===== src/ftcd_pkg.sv =====
// Shared types and constants of the fan tier controller.
`default_nettype none
package ftcd_pkg;

	localparam int CFG_IDX_W  = 3;
	localparam int CFG_DATA_W = 40;
	localparam int TEMP_W     = 19;
	localparam int TIME_W     = 32;
	localparam int TIER_W     = 3;
	localparam int DUTY_W     = 8;
	localparam int DIV_CNT_W  = 4;

	localparam logic [CFG_IDX_W-1:0] REG_IDLE_LOW   = 3'd0;
	localparam logic [CFG_IDX_W-1:0] REG_MED_HIGH   = 3'd1;
	localparam logic [CFG_IDX_W-1:0] REG_PWM_TABLE  = 3'd2;
	localparam logic [CFG_IDX_W-1:0] REG_DOWN_DELAY = 3'd3;
	localparam logic [CFG_IDX_W-1:0] REG_DITH_PER   = 3'd4;
	localparam logic [CFG_IDX_W-1:0] REG_DITH_DWELL = 3'd5;
	localparam logic [CFG_IDX_W-1:0] REG_DITH_BOUND = 3'd6;

	localparam logic [DIV_CNT_W-1:0] DIV_LAST_STEP = 4'd15;

	typedef enum logic [2:0] {
		ST_IDLE,
		ST_EVAL,
		ST_SEL,
		ST_MOD,
		ST_MUL,
		ST_QUO,
		ST_OUT
	} ftcd_state_t;

	typedef struct packed {
		logic load;
		logic eval;
		logic mod_start;
		logic mul;
		logic div_step;
		logic out_load;
	} ftcd_cmd_t;

	typedef struct packed {
		logic dither;
		logic div_last;
	} ftcd_sts_t;

endpackage
`default_nettype wire


===== src/ftcd_in_if.sv =====
// Sample channel: temperature and timestamp word.
`default_nettype none
interface ftcd_in_if;
	import ftcd_pkg::*;

	logic                     valid;
	logic                     ready;
	logic signed [TEMP_W-1:0] temperature;
	logic [TIME_W-1:0]        now_time;

	modport source (output valid, output temperature, output now_time, input ready);
	modport sink (input valid, input temperature, input now_time, output ready);
endinterface
`default_nettype wire


===== src/ftcd_out_if.sv =====
// Result channel: tier and duty word.
`default_nettype none
interface ftcd_out_if;
	import ftcd_pkg::*;

	logic              valid;
	logic              ready;
	logic [TIER_W-1:0] raw_tier;
	logic [TIER_W-1:0] held_tier;
	logic              tier_changed;
	logic [DUTY_W-1:0] duty;

	modport source (output valid, output raw_tier, output held_tier, output tier_changed,
		output duty, input ready);
	modport sink (input valid, input raw_tier, input held_tier, input tier_changed,
		input duty, output ready);
endinterface
`default_nettype wire


===== src/fan_tier_controller_with_dither.sv =====
// Fan tier controller top level: controller, datapath and channel wiring.
//
// A sample word (temperature, now_time) enters on the sample channel; one result
// word (raw_tier, held_tier, tier_changed, duty) leaves on the result channel.
// Both channels use valid/ready; a word moves on a clock edge where both are high.
// One sample is in work at a time. Without idle dither a sample passes from
// acceptance through evaluation and tier select to the output state; with dither
// two passes of a shared divider retiring two quotient bits per cycle come
// between select and output: the phase modulo the period, then the slope
// division. The next sample is accepted in the cycle after the result is loaded
// into the output register.
// A result waits in the output register while the receiver stalls, and the block
// still accepts and works on the next sample; that sample's result waits until
// the register is freed.
// The user must write registers through cfg_we, cfg_idx and cfg_wdata only while
// idle; the block does not enforce it. arst_n clears the configuration and tier
// state; the first sample after reset sets the held tier at once.
`default_nettype none
module fan_tier_controller_with_dither
	import ftcd_pkg::*;
(
	input  wire logic                  clk,
	input  wire logic                  arst_n,
	ftcd_in_if.sink                    sample,
	ftcd_out_if.source                 result,
	input  wire logic                  cfg_we,
	input  wire logic [CFG_IDX_W-1:0]  cfg_idx,
	input  wire logic [CFG_DATA_W-1:0] cfg_wdata
);

	ftcd_cmd_t cmd;
	ftcd_sts_t sts;

	ftcd_ctrl u_ctrl (
		.clk       (clk),
		.arst_n    (arst_n),
		.in_valid  (sample.valid),
		.in_ready  (sample.ready),
		.out_valid (result.valid),
		.out_ready (result.ready),
		.sts       (sts),
		.cmd       (cmd)
	);

	ftcd_dp u_dp (
		.clk          (clk),
		.arst_n       (arst_n),
		.cfg_we       (cfg_we),
		.cfg_idx      (cfg_idx),
		.cfg_wdata    (cfg_wdata),
		.temperature  (sample.temperature),
		.now_time     (sample.now_time),
		.cmd          (cmd),
		.sts          (sts),
		.raw_tier     (result.raw_tier),
		.held_tier    (result.held_tier),
		.tier_changed (result.tier_changed),
		.duty         (result.duty)
	);

endmodule
`default_nettype wire


===== src/ftcd_ctrl.sv =====
// Sequencing state machine of the fan tier controller.
`default_nettype none
module ftcd_ctrl
	import ftcd_pkg::*;
(
	input  wire logic      clk,
	input  wire logic      arst_n,
	input  wire logic      in_valid,
	output logic           in_ready,
	output logic           out_valid,
	input  wire logic      out_ready,
	input  wire ftcd_sts_t sts,
	output ftcd_cmd_t      cmd
);

	ftcd_state_t state_q;
	ftcd_state_t state_d;
	logic        out_valid_q;

	always_ff @(posedge clk or negedge arst_n) begin
		if (!arst_n) begin
			state_q     <= ST_IDLE;
			out_valid_q <= 1'b0;
		end else begin
			state_q <= state_d;
			if (cmd.out_load) begin
				out_valid_q <= 1'b1;
			end else if (out_ready) begin
				out_valid_q <= 1'b0;
			end
		end
	end

	always_comb begin
		state_d  = state_q;
		cmd      = '0;
		in_ready = 1'b0;
		case (state_q)
			ST_IDLE: begin
				in_ready = 1'b1;
				if (in_valid) begin
					cmd.load = 1'b1;
					state_d  = ST_EVAL;
				end
			end
			ST_EVAL: begin
				cmd.eval = 1'b1;
				state_d  = ST_SEL;
			end
			ST_SEL: begin
				if (sts.dither) begin
					cmd.mod_start = 1'b1;
					state_d       = ST_MOD;
				end else begin
					state_d = ST_OUT;
				end
			end
			ST_MOD: begin
				cmd.div_step = 1'b1;
				if (sts.div_last) begin
					state_d = ST_MUL;
				end
			end
			ST_MUL: begin
				cmd.mul = 1'b1;
				state_d = ST_QUO;
			end
			ST_QUO: begin
				cmd.div_step = 1'b1;
				if (sts.div_last) begin
					state_d = ST_OUT;
				end
			end
			ST_OUT: begin
				// hold until the output register is free
				if (!out_valid_q || out_ready) begin
					cmd.out_load = 1'b1;
					state_d      = ST_IDLE;
				end
			end
			default: begin
				state_d = ST_IDLE;
			end
		endcase
	end

	assign out_valid = out_valid_q;

endmodule
`default_nettype wire


===== src/ftcd_dp.sv =====
// Datapath: registers, tier hysteresis, shared radix-4 divider and duty select.
`default_nettype none
module ftcd_dp
	import ftcd_pkg::*;
(
	input  wire logic                     clk,
	input  wire logic                     arst_n,
	input  wire logic                     cfg_we,
	input  wire logic [CFG_IDX_W-1:0]     cfg_idx,
	input  wire logic [CFG_DATA_W-1:0]    cfg_wdata,
	input  wire logic signed [TEMP_W-1:0] temperature,
	input  wire logic [TIME_W-1:0]        now_time,
	input  wire ftcd_cmd_t                cmd,
	output ftcd_sts_t                     sts,
	output logic [TIER_W-1:0]             raw_tier,
	output logic [TIER_W-1:0]             held_tier,
	output logic                          tier_changed,
	output logic [DUTY_W-1:0]             duty
);

	logic [35:0] thr_il_q;
	logic [35:0] thr_mh_q;
	logic [39:0] pwm_q;
	logic [15:0] delay_q;
	logic [15:0] period_q;
	logic [15:0] dwell_q;
	logic [15:0] bounds_q;

	logic signed [TEMP_W-1:0] temp_q;
	logic [TIME_W-1:0]        now_q;

	logic              held_v_q;
	logic [TIER_W-1:0] held_q;
	logic              pend_v_q;
	logic [TIER_W-1:0] pend_tgt_q;
	logic [TIME_W-1:0] pend_since_q;
	logic [TIME_W-1:0] idle_t_q;
	logic [TIER_W-1:0] raw_q;
	logic              chg_q;
	logic              dith_q;
	logic              neg_q;

	logic [TIME_W-1:0]    div_d_q;
	logic [15:0]          rem_q;
	logic [15:0]          dvsr_q;
	logic [DIV_CNT_W-1:0] cnt_q;

	logic [TIER_W-1:0] res_raw_q;
	logic [TIER_W-1:0] res_held_q;
	logic              res_chg_q;
	logic [DUTY_W-1:0] res_duty_q;

	logic              le_idle, le_low, le_med, le_high;
	logic [TIER_W-1:0] raw_d;
	logic              held_v_d;
	logic [TIER_W-1:0] held_d;
	logic              pend_v_d;
	logic [TIER_W-1:0] pend_tgt_d;
	logic [TIME_W-1:0] pend_since_d;
	logic [TIME_W-1:0] idle_t_d;
	logic              chg_d;
	logic [TIME_W-1:0] idle_time;

	logic [16:0] r1, r2;
	logic        ge1, ge2;
	logic [15:0] rem1, rem2;

	logic [15:0] half;
	logic [7:0]  lo, hi, mag;
	logic        rng_neg;
	logic        up;
	logic [15:0] n_mul, den;
	logic [23:0] prod;

	logic [DUTY_W-1:0] tbl_duty;
	logic [DUTY_W-1:0] dith_duty;

	always_ff @(posedge clk or negedge arst_n) begin
		if (!arst_n) begin
			thr_il_q <= '0;
			thr_mh_q <= '0;
			pwm_q    <= '0;
			delay_q  <= '0;
			period_q <= '0;
			dwell_q  <= '0;
			bounds_q <= '0;
		end else if (cfg_we) begin
			case (cfg_idx)
				REG_IDLE_LOW:   thr_il_q <= cfg_wdata[35:0];
				REG_MED_HIGH:   thr_mh_q <= cfg_wdata[35:0];
				REG_PWM_TABLE:  pwm_q    <= cfg_wdata[39:0];
				REG_DOWN_DELAY: delay_q  <= cfg_wdata[15:0];
				REG_DITH_PER:   period_q <= cfg_wdata[15:0];
				REG_DITH_DWELL: dwell_q  <= cfg_wdata[15:0];
				REG_DITH_BOUND: bounds_q <= cfg_wdata[15:0];
				default: begin
				end
			endcase
		end
	end

	// tier from thresholds; a negative temperature is below every threshold
	always_comb begin
		le_idle = temp_q[TEMP_W-1] || (temp_q[17:0] <= thr_il_q[17:0]);
		le_low  = temp_q[TEMP_W-1] || (temp_q[17:0] <= thr_il_q[35:18]);
		le_med  = temp_q[TEMP_W-1] || (temp_q[17:0] <= thr_mh_q[17:0]);
		le_high = temp_q[TEMP_W-1] || (temp_q[17:0] <= thr_mh_q[35:18]);
		if (le_idle) begin
			raw_d = 3'd0;
		end else if (le_low) begin
			raw_d = 3'd1;
		end else if (le_med) begin
			raw_d = 3'd2;
		end else if (le_high) begin
			raw_d = 3'd3;
		end else begin
			raw_d = 3'd4;
		end
	end

	always_comb begin
		held_v_d     = held_v_q;
		held_d       = held_q;
		pend_v_d     = pend_v_q;
		pend_tgt_d   = pend_tgt_q;
		pend_since_d = pend_since_q;
		chg_d        = 1'b0;
		if (!held_v_q || raw_d > held_q) begin
			held_v_d     = 1'b1;
			held_d       = raw_d;
			pend_v_d     = 1'b0;
			pend_tgt_d   = '0;
			pend_since_d = '0;
			chg_d        = 1'b1;
		end else if (raw_d < held_q) begin
			if (!pend_v_q || pend_tgt_q != raw_d) begin
				pend_v_d     = 1'b1;
				pend_tgt_d   = raw_d;
				pend_since_d = now_q;
			end else if ((now_q - pend_since_q) >= {16'd0, delay_q}) begin
				held_d       = raw_d;
				pend_v_d     = 1'b0;
				pend_tgt_d   = '0;
				pend_since_d = '0;
				chg_d        = 1'b1;
			end
		end else begin
			pend_v_d     = 1'b0;
			pend_tgt_d   = '0;
			pend_since_d = '0;
		end
		if (chg_d && held_d == 3'd0 && (!held_v_q || held_q != 3'd0)) begin
			idle_t_d = now_q;
		end else begin
			idle_t_d = idle_t_q;
		end
	end

	assign idle_time = now_q - idle_t_q;
	assign sts.dither = (held_q == 3'd0) && (period_q[15:1] != 15'd0)
		&& (idle_time >= {16'd0, dwell_q});
	assign sts.div_last = (cnt_q == DIV_LAST_STEP);

	// two restoring steps per cycle
	always_comb begin
		r1   = {rem_q, div_d_q[TIME_W-1]};
		ge1  = (r1 >= {1'b0, dvsr_q});
		rem1 = ge1 ? 16'(r1 - {1'b0, dvsr_q}) : r1[15:0];
		r2   = {rem1, div_d_q[TIME_W-2]};
		ge2  = (r2 >= {1'b0, dvsr_q});
		rem2 = ge2 ? 16'(r2 - {1'b0, dvsr_q}) : r2[15:0];
	end

	// triangle slope: remainder is the phase within the period
	always_comb begin
		half    = {1'b0, period_q[15:1]};
		lo      = bounds_q[7:0];
		hi      = bounds_q[15:8];
		rng_neg = (hi < lo);
		mag     = rng_neg ? (lo - hi) : (hi - lo);
		up      = (rem_q < half);
		n_mul   = up ? rem_q : (period_q - rem_q);
		den     = up ? half : (period_q - half);
		prod    = n_mul * {8'd0, mag};
	end

	always_ff @(posedge clk or negedge arst_n) begin
		if (!arst_n) begin
			held_v_q <= 1'b0;
			held_q   <= '0;
			pend_v_q <= 1'b0;
			pend_tgt_q   <= '0;
			pend_since_q <= '0;
			idle_t_q <= '0;
			cnt_q    <= '0;
			dith_q   <= 1'b0;
		end else begin
			if (cmd.eval) begin
				held_v_q     <= held_v_d;
				held_q       <= held_d;
				pend_v_q     <= pend_v_d;
				pend_tgt_q   <= pend_tgt_d;
				pend_since_q <= pend_since_d;
				idle_t_q     <= idle_t_d;
				dith_q       <= 1'b0;
			end
			if (cmd.mod_start) begin
				dith_q <= 1'b1;
			end
			if (cmd.mod_start || cmd.mul) begin
				cnt_q <= '0;
			end else if (cmd.div_step) begin
				cnt_q <= cnt_q + 1'b1;
			end
		end
	end

	always_ff @(posedge clk) begin
		if (cmd.load) begin
			temp_q <= temperature;
			now_q  <= now_time;
		end
		if (cmd.eval) begin
			raw_q <= raw_d;
			chg_q <= chg_d;
		end
		if (cmd.mod_start) begin
			div_d_q <= idle_time - {16'd0, dwell_q};
			rem_q   <= '0;
			dvsr_q  <= period_q;
		end else if (cmd.mul) begin
			div_d_q <= {8'd0, prod};
			rem_q   <= '0;
			dvsr_q  <= den;
			neg_q   <= rng_neg;
		end else if (cmd.div_step) begin
			div_d_q <= {div_d_q[TIME_W-3:0], ge1, ge2};
			rem_q   <= rem2;
		end
		if (cmd.out_load) begin
			res_raw_q  <= raw_q;
			res_held_q <= held_q;
			res_chg_q  <= chg_q;
			res_duty_q <= (held_q == 3'd0 && dith_q) ? dith_duty : tbl_duty;
		end
	end

	always_comb begin
		case (held_q)
			3'd0:    tbl_duty = pwm_q[7:0];
			3'd1:    tbl_duty = pwm_q[15:8];
			3'd2:    tbl_duty = pwm_q[23:16];
			3'd3:    tbl_duty = pwm_q[31:24];
			default: tbl_duty = pwm_q[39:32];
		endcase
	end

	assign dith_duty = neg_q ? (bounds_q[7:0] - div_d_q[7:0])
		: (bounds_q[7:0] + div_d_q[7:0]);

	assign raw_tier     = res_raw_q;
	assign held_tier    = res_held_q;
	assign tier_changed = res_chg_q;
	assign duty         = res_duty_q;

endmodule
`default_nettype wire

===== src/flat_wrapper.sv =====
// flat-port wrapper written by rule: the top's interface ports become plain ports
module fan_tier_controller_with_dither_flat import ftcd_pkg::*;
  (clk, arst_n, cfg_we, cfg_idx, cfg_wdata, sample_valid, sample_temperature, sample_now_time, sample_ready, result_valid, result_raw_tier, result_held_tier, result_tier_changed, result_duty, result_ready);
  ftcd_in_if sample_i ();
  ftcd_out_if result_i ();
  input  wire logic clk;
  input  wire logic arst_n;
  input  wire logic cfg_we;
  input  wire logic [CFG_IDX_W-1:0] cfg_idx;
  input  wire logic [CFG_DATA_W-1:0] cfg_wdata;
  input wire logic [$bits(sample_i.valid)-1:0] sample_valid;
  input wire logic [$bits(sample_i.temperature)-1:0] sample_temperature;
  input wire logic [$bits(sample_i.now_time)-1:0] sample_now_time;
  output wire logic [$bits(sample_i.ready)-1:0] sample_ready;
  output wire logic [$bits(result_i.valid)-1:0] result_valid;
  output wire logic [$bits(result_i.raw_tier)-1:0] result_raw_tier;
  output wire logic [$bits(result_i.held_tier)-1:0] result_held_tier;
  output wire logic [$bits(result_i.tier_changed)-1:0] result_tier_changed;
  output wire logic [$bits(result_i.duty)-1:0] result_duty;
  input wire logic [$bits(result_i.ready)-1:0] result_ready;
  assign sample_i.valid = sample_valid;
  assign sample_i.temperature = sample_temperature;
  assign sample_i.now_time = sample_now_time;
  assign sample_ready = sample_i.ready;
  assign result_valid = result_i.valid;
  assign result_raw_tier = result_i.raw_tier;
  assign result_held_tier = result_i.held_tier;
  assign result_tier_changed = result_i.tier_changed;
  assign result_duty = result_i.duty;
  assign result_i.ready = result_ready;
  fan_tier_controller_with_dither u_core (.clk(clk), .arst_n(arst_n), .sample(sample_i), .result(result_i), .cfg_we(cfg_we), .cfg_idx(cfg_idx), .cfg_wdata(cfg_wdata));
endmodule

===== config.mk =====
export PLATFORM = sky130hd
export DESIGN_NAME = fan_tier_controller_with_dither_flat
export DESIGN_NICKNAME = d
export VERILOG_FILES = /design/src/ftcd_pkg.sv /design/src/ftcd_in_if.sv /design/src/ftcd_out_if.sv /design/src/fan_tier_controller_with_dither.sv /design/src/ftcd_ctrl.sv /design/src/ftcd_dp.sv /design/src/flat_wrapper.sv
export SDC_FILE = /design/constraint.sdc
export NUM_CORES = 1
export LEC_CHECK = 0
export BUFFER_PORTS_ARGS = -buffer_cell sky130_fd_sc_hd__buf_2
export CORE_ASPECT_RATIO = 0.75
export CORE_MARGIN = 10
export CORE_UTILIZATION = 51
export CTS_BUF_LIST = sky130_fd_sc_hd__clkbuf_8
export CTS_CLUSTER_DIAMETER = 50
export DETAILED_ROUTE_END_ITERATION = 7
export PLACE_DENSITY = 0.69
export SLEW_MARGIN = 5
export SYNTH_ARGS = -nofsm -noshare
export SYNTH_HDL_FRONTEND = slang
export SYNTH_SLANG_ARGS = --single-unit

===== constraint.sdc =====
create_clock -name clk -period 9.8 [get_ports clk]
set_input_delay 0.49 -clock clk [delete_from_list [all_inputs] [get_ports clk]]
set_output_delay 0.49 -clock clk [all_outputs]
set_load 0.05 [all_outputs]

==> results of run 1 <==
synth_stat cells, drive strengths merged, types with 48 or more instances:
master,count,share of area (%)
clkbuf,89,1.1
dfrtp,257,21
xor2,59,1.7
fa,94,6.2
a21o,70,1.7
inv,389,4.8
mux2,133,5.3
o21ai,208,3.4
a21oi,202,3.3
xnor2,93,2.7
ha,320,13
nand3,48,0.79
nand2,226,2.8
edfxtp,119,12
nor3,48,0.82
nor2,251,3.1
final timing paths:
| check | start | to | slack, ps |
|---|---|---|---|
| min | cfg_wdata[27] | u_core.u_dp.thr_mh_q[27] | 70 |
| min reg2reg | u_core.u_dp.raw_q[0] | u_core.u_dp.raw_tier[0] | 470 |
| max reg2reg | u_core.u_dp.bounds_q[2] | u_core.u_dp.div_d_q[22] | 780 |
| max | u_core.u_dp.bounds_q[2] | u_core.u_dp.div_d_q[22] | 780 |
| min in group asynchronous | arst_n | u_core.u_dp.pend_since_q[24] | 500 |
| max in group asynchronous | arst_n | u_core.u_dp.dith_q | 7670 |
layout make-up:
class / instances / area [um^2]
fill: 5135 / 25000
multi-input combinational: 2306 / 18300
sequential: 392 / 10300
inverter: 389 / 1460
timing repair buffer: 191 / 1290
clock buffer: 81 / 1110
tap: 790 / 988
clock inverter: 52 / 520
antenna: 3 / 7.51
critical path: cells and delay by family, from the launching register on:
family | cells | cell delay (ps)
AO/OA/AOI/OAI | 17 | 4080
adder cells (fa/ha/maj) | 6 | 2810
buffers and inverters | 6 | 670
AND/OR/NAND/NOR | 4 | 520
flip-flops | 1 | 410
XOR/XNOR | 2 | 240
registers in the layout (all words and copies together) (netlist names), 3 cells and up:
register / flops
u_core.u_dp.div_d_q: 32
u_core.u_dp.raw_tier: 3
u_core.u_dp.pend_since_q: 32
u_core.u_dp.period_q: 16
u_core.u_dp.duty: 8
u_core.u_dp.now_q: 32
u_core.u_dp.pwm_q: 40
u_core.u_dp.cnt_q: 4
u_core.u_dp.delay_q: 16
u_core.u_dp.thr_il_q: 36
u_core.u_dp.temp_q: 19
u_core.u_dp.rem_q: 16
u_core.u_ctrl.state_q: 3
u_core.u_dp.thr_mh_q: 36
u_core.u_dp.held_q: 3
u_core.u_dp.raw_q: 3
u_core.u_dp.idle_t_q: 32
u_core.u_dp.dwell_q: 16
u_core.u_dp.dvsr_q: 16
u_core.u_dp.bounds_q: 16
u_core.u_dp.held_tier: 3
u_core.u_dp.pend_tgt_q: 3
per-layer routing:
metal | track usage [%] | wire (um) | vias up
met5 | 0 | 0 | -
met4 | 6.21 | 1940 | 0
met3 | 4.03 | 5640 | 123
met2 | 36.6 | 36600 | 819
met1 | 34.3 | 39600 | 12100
li1 | - | - | 11600
timing repair:
| action | 4_1_cts | 5_1_grt |
|---|---|---|
| hold buffers | 52 | 0 |
| hold endpoints to repair | 160 | 0 |
| resized for setup | 0 | 0 |
metrics by stage:
| step | utilization (%) | instance area [um^2] | std cells |
|---|---|---|---|
| 2_1_floorplan | - | 30400 | 3190 |
| 6_report | 57.6 | 34000 | 4204 |
| 3_5_place_dp | 53.9 | 31800 | 4016 |
| 5_1_grt | 57.6 | 34000 | 4202 |
| 4_1_cts | 57.6 | 34000 | 4201 |
| 3_3_place_gp | 53.9 | 31800 | 4016 |
cell families after synthesis:
| kind of cell | synth area share (%) |
|---|---|
| AO/OA/AOI/OAI | 16.8 |
| XOR/XNOR | 4.37 |
| multiplexers | 7.27 |
| adder cells (fa/ha/maj) | 19.3 |
| flip-flops | 33.9 |
| AND/OR/NAND/NOR | 12.1 |
| buffers and inverters | 6.21 |
==> results.toml, run 1 <==
[sta]
period_needed_ps = 9020
setup_tns_ps = 0
relSlewSlack_pct = 22.5
fin_skew_ps = 45.6
rsz0062_at_grt = "false"
hold_viol = 0
period_share_pct = 92.0
fmax_mhz = 111
timing.hold.ws_ps = 74.1
worst_slack_ps = 781
setup_viol = 0
tightest_slew_ps = 1160
slew_viol_final = 0

[worst_setup_path]
crit_path_start_kind = "register"
worstSetupPathType = "register to register"
cp_slowest_stage_delay_ps = 880
worst_ep_arrival_time_ps = 9410
crit_required_ps = 10200
path_max_fanout = 16
endpoint_kind = "register"
slowest_stage = "o21ai_1"
worstRegToRegCells = 35

[run]
cap_violations = 0

[global_route]
grt.overflow.total = 0
antenna_found_initial = 2
grt_pass1_wl_um = 134000
grt_util_all_layers_pct = 23.8
grt_max_degree = 112
first_global_vias = 24600

[run_status]
outcome = "completed"

[placement]
dp_worst_setup_slack_ps = 889
port_buffers = 115
gp_congestion = 0.912
dpl.hpwl_um = 62900

[logic_synthesis]
ys_ff_latch = 392
ys.flop_type = "dfrtp_1"
ys_seq_area_share_pct = 33.9
yosysWarningCount = 0
ys_types = 94
syn_area_per_cell_um2 = 9.54
async_reset_ff_share_pct = 65.6
netlist_instances = 3190
synth-edff-count = 119
synth_fp_nets = 3703
synth_area_mm2 = 0.0304

[clock_network]
cts_setup_buffers = 0
h-tree-depth = 3
numClockSinks = 392
cts_buffer_depth = 3
cts_buffers = 72
clock_latency_ps = 690
cts_tree = "yes"
clk_pin_slew_ps = 60
cts_root_buf = "clkbuf_8"

[routing]
routedWlPerCell_um = 19.9
via_count = 24600
vias_per_cell = 5.84
drcViolationCount = 0
drtIter0Drc = 2281
wl_um = 83700
first_pass_iters = 7
antenna_left = 0

[floorplan]
die_h_um = 232
rows = 77
core_mm2 = 0.0590
dieArea_mm2 = 0.0699
start_util_pct = 51.6
ios = 116
die_x_um = 302

[hold_path]
holdPathStages = 3
hp-class = "input port to register"

[finish]
final_common_cell = "inv_1"
drive_above_1_share_pct = 13.3
final_nets = 3865
mostFrequentLayoutCells = "397 x inv_1, 320 x ha_1, 257 x dfrtp_1, 249 x nor2_1, 226 x nand2_1"
area_growth_pct = 11.6
Power of run 1 is left out: the tool's default activity adds up to more than one toggle a clock period on the data nets, which glitch-free logic cannot reach.
==> run 2, diff against run 1 <==
- ABC_AREA: not set -> 1
==> run 2 against run 1 <==
  * Core utilization decreased by 0.56 points
  * Wire length is 9.2% higher
  * Flip-flop and latch count unchanged
  * Die area is 4.4% higher
  * Count of clock-buffer cells in the layout increased by 2
  * Non-clock buffer count is 3 lower
  * Global-route usage is 1.1 points higher
  * Synthesized cell count grew 34%
  * Via count grew 15%
  * Critical endpoint is now u_core.u_dp.div_d_q[19]
  * Largest cell class unchanged
==> results.toml, run 2 <==
[run_status]
outcome = "completed"

[worst_setup_path]
worstSetupPathType = "register to register"
cp_common_cell = "nand2_1"
crit_required_ps = 10210
crit_buf_inv = 6
crit_path_start_kind = "register"
r2r_slack_ps = 2040
path_max_fanout = 27
slowest_stage = "nand2_1"
crit_family = "adder cells"
worst_ep_arrival_time_ps = 8170
cp_slowest_stage_delay_ps = 540
endpoint_kind = "register"

[sta]
fmax_mhz = 129
period_share_pct = 79.2
period_needed_ps = 7760
tightest_slew_ps = 1200
relSlewSlack_pct = 19.4
slew_viol_final = 0
setup_tns_ps = 0
hold_viol = 0
rsz0062_at_grt = "false"
fin_skew_ps = 58.9
setup_viol = 0

[finish]
final_nets = 4947
area_growth_pct = 10.9
largest_reg_flops = 40
fillers = 5790
final_common_cell = "nand2_1"
fin_util_pct = 57.0
reg_top3 = "u_core.u_dp.pwm_q: 40 flops, u_core.u_dp.thr_il_q: 36 flops, u_core.u_dp.thr_mh_q: 36 flops"
mostFrequentLayoutCells = "1156 x nand2_1, 697 x inv_1, 333 x nor2_1, 325 x o21ai_0, 320 x ha_1"
seq_area_mm2 = 0.0103
drive_above_1_share_pct = 7.10
diodes = 0
top_register = "u_core.u_dp.pwm_q"
multi_input_area_mm2 = 0.0185

[floorplan]
dieArea_mm2 = 0.0730
core_mm2 = 0.0620
die_x_um = 309
rows = 79
die_h_um = 237
start_util_pct = 51.5
ios = 116

[logic_synthesis]
ys_types = 62
ys.flop_type = "dfrtp_1"
synth_area_leaders = "dfrtp_1 20%, nand2_1 14%, ha_1 13%, edfxtp_1 11%, inv_1 8.1%"
ys_seq_area_share_pct = 32.4
netlist_instances = 4265
async_reset_ff_share_pct = 65.6
yosys-top-cells-count = "1160 x nand2_1, 690 x inv_1, 335 x nor2_1, 325 x o21ai_0, 320 x ha_1"
synth_fp_nets = 4778
synth_top_area_share_pct = 20.2
synth-edff-count = 119
synth.most_common_cell = "nand2_1"
syn_area_per_cell_um2 = 7.48
synth_area_mm2 = 0.0319
synth_top_cell_by_area = "dfrtp_1"
ys_ff_latch = 392
yosysWarningCount = 0

[clock_network]
cts_resized = 0
cts_buffer_depth = 3
postCtsHoldBufs = 55
numClockSinks = 392
cts_root_buf = "clkbuf_8"
clk_pin_slew_ps = 60
cts_tree = "yes"
h-tree-depth = 3
cts_setup_buffers = 0
clock_latency_ps = 710
cts_buffers = 72

[global_route]
grt.overflow.total = 0
first_global_vias = 26900
grt_max_degree = 182
grt_util_all_layers_pct = 24.9
antenna_found_initial = 1
grt_pass1_wl_um = 147000

[routing]
first_pass_iters = 6
routedWlPerCell_um = 17.2
via_count = 28300
drcViolationCount = 0
drtIter0Drc = 2765
antenna_left = 0
vias_per_cell = 5.34
wl_um = 91400

[placement]
port_buffers = 115
dpl.hpwl_um = 70300
gp_congestion = 0.948

[hold_path]
hp-class = "input port to register"

[run]
cap_violations = 0
==> run 2: worst reg2reg max path: cells and delay by family (launching register included) <==
kind / cells / cell delay, ps
fa+ha+maj: 6 / 2730
simple gates: 11 / 1640
compound gates: 11 / 1600
buf+inv: 6 / 1070
flops: 1 / 480
==> run 2: path summary, 6_finish.rpt <==
kind / startpoint / end / cells past startpoint
max: u_core.u_dp.period_q[2] / u_core.u_dp.div_d_q[19] / 34
min: cfg_wdata[37] / u_core.u_dp.pwm_q[37] / 2
max reg2reg: u_core.u_dp.period_q[2] / u_core.u_dp.div_d_q[19] / 34
min reg2reg: u_core.u_dp.chg_q / u_core.u_dp.tier_changed / 0
max in group asynchronous: arst_n / u_core.u_dp.period_q[6] / 3
min in group asynchronous: arst_n / u_core.u_dp.pend_since_q[21] / 2
==> run 2: cell families after synthesis <==
group / share of synthesized area, %
compound gates: 12.6
simple gates: 23.4
buf+inv: 9.61
xor+xnor: 3.48
fa+ha+maj: 18.5
mux: 0.173
flops: 32.4
==> run 2: cell type report <==
| class | instances | share of cell area, % |
|---|---|---|
| inverter | 696 | 7.39 |
| sequential | 392 | 29.2 |
| tap | 810 | 2.87 |
| clock buffer | 83 | 3.23 |
| multi-input combinational | 3084 | 52.4 |
| timing repair buffer | 188 | 3.63 |
| clock inverter | 50 | 1.24 |
==> run 2: metrics by stage <==
stage | setup WS [ps] | hold WS (ps) | std cells | instance area (um^2)
floorplan | 3570 | 194 | 4265 | 31900
global placement | 2230 | 434 | 5115 | 33200
detailed placement | 2080 | 405 | 5115 | 33200
CTS | 2140 | 15.5 | 5303 | 35400
global route | 1400 | 35.8 | 5303 | 35400
finish | 2040 | 66.0 | 5303 | 35400
==> run 2: routing by layer <==
layer	wire, um	GRT usage [%]	vias to the layer above
li1	-	-	14100
met1	45100	38.0	13200
met2	37300	36.1	935
met3	7400	4.54	113
met4	1590	5.07	0
met5	0	0	-
Power of run 2 is left out for the same reason.
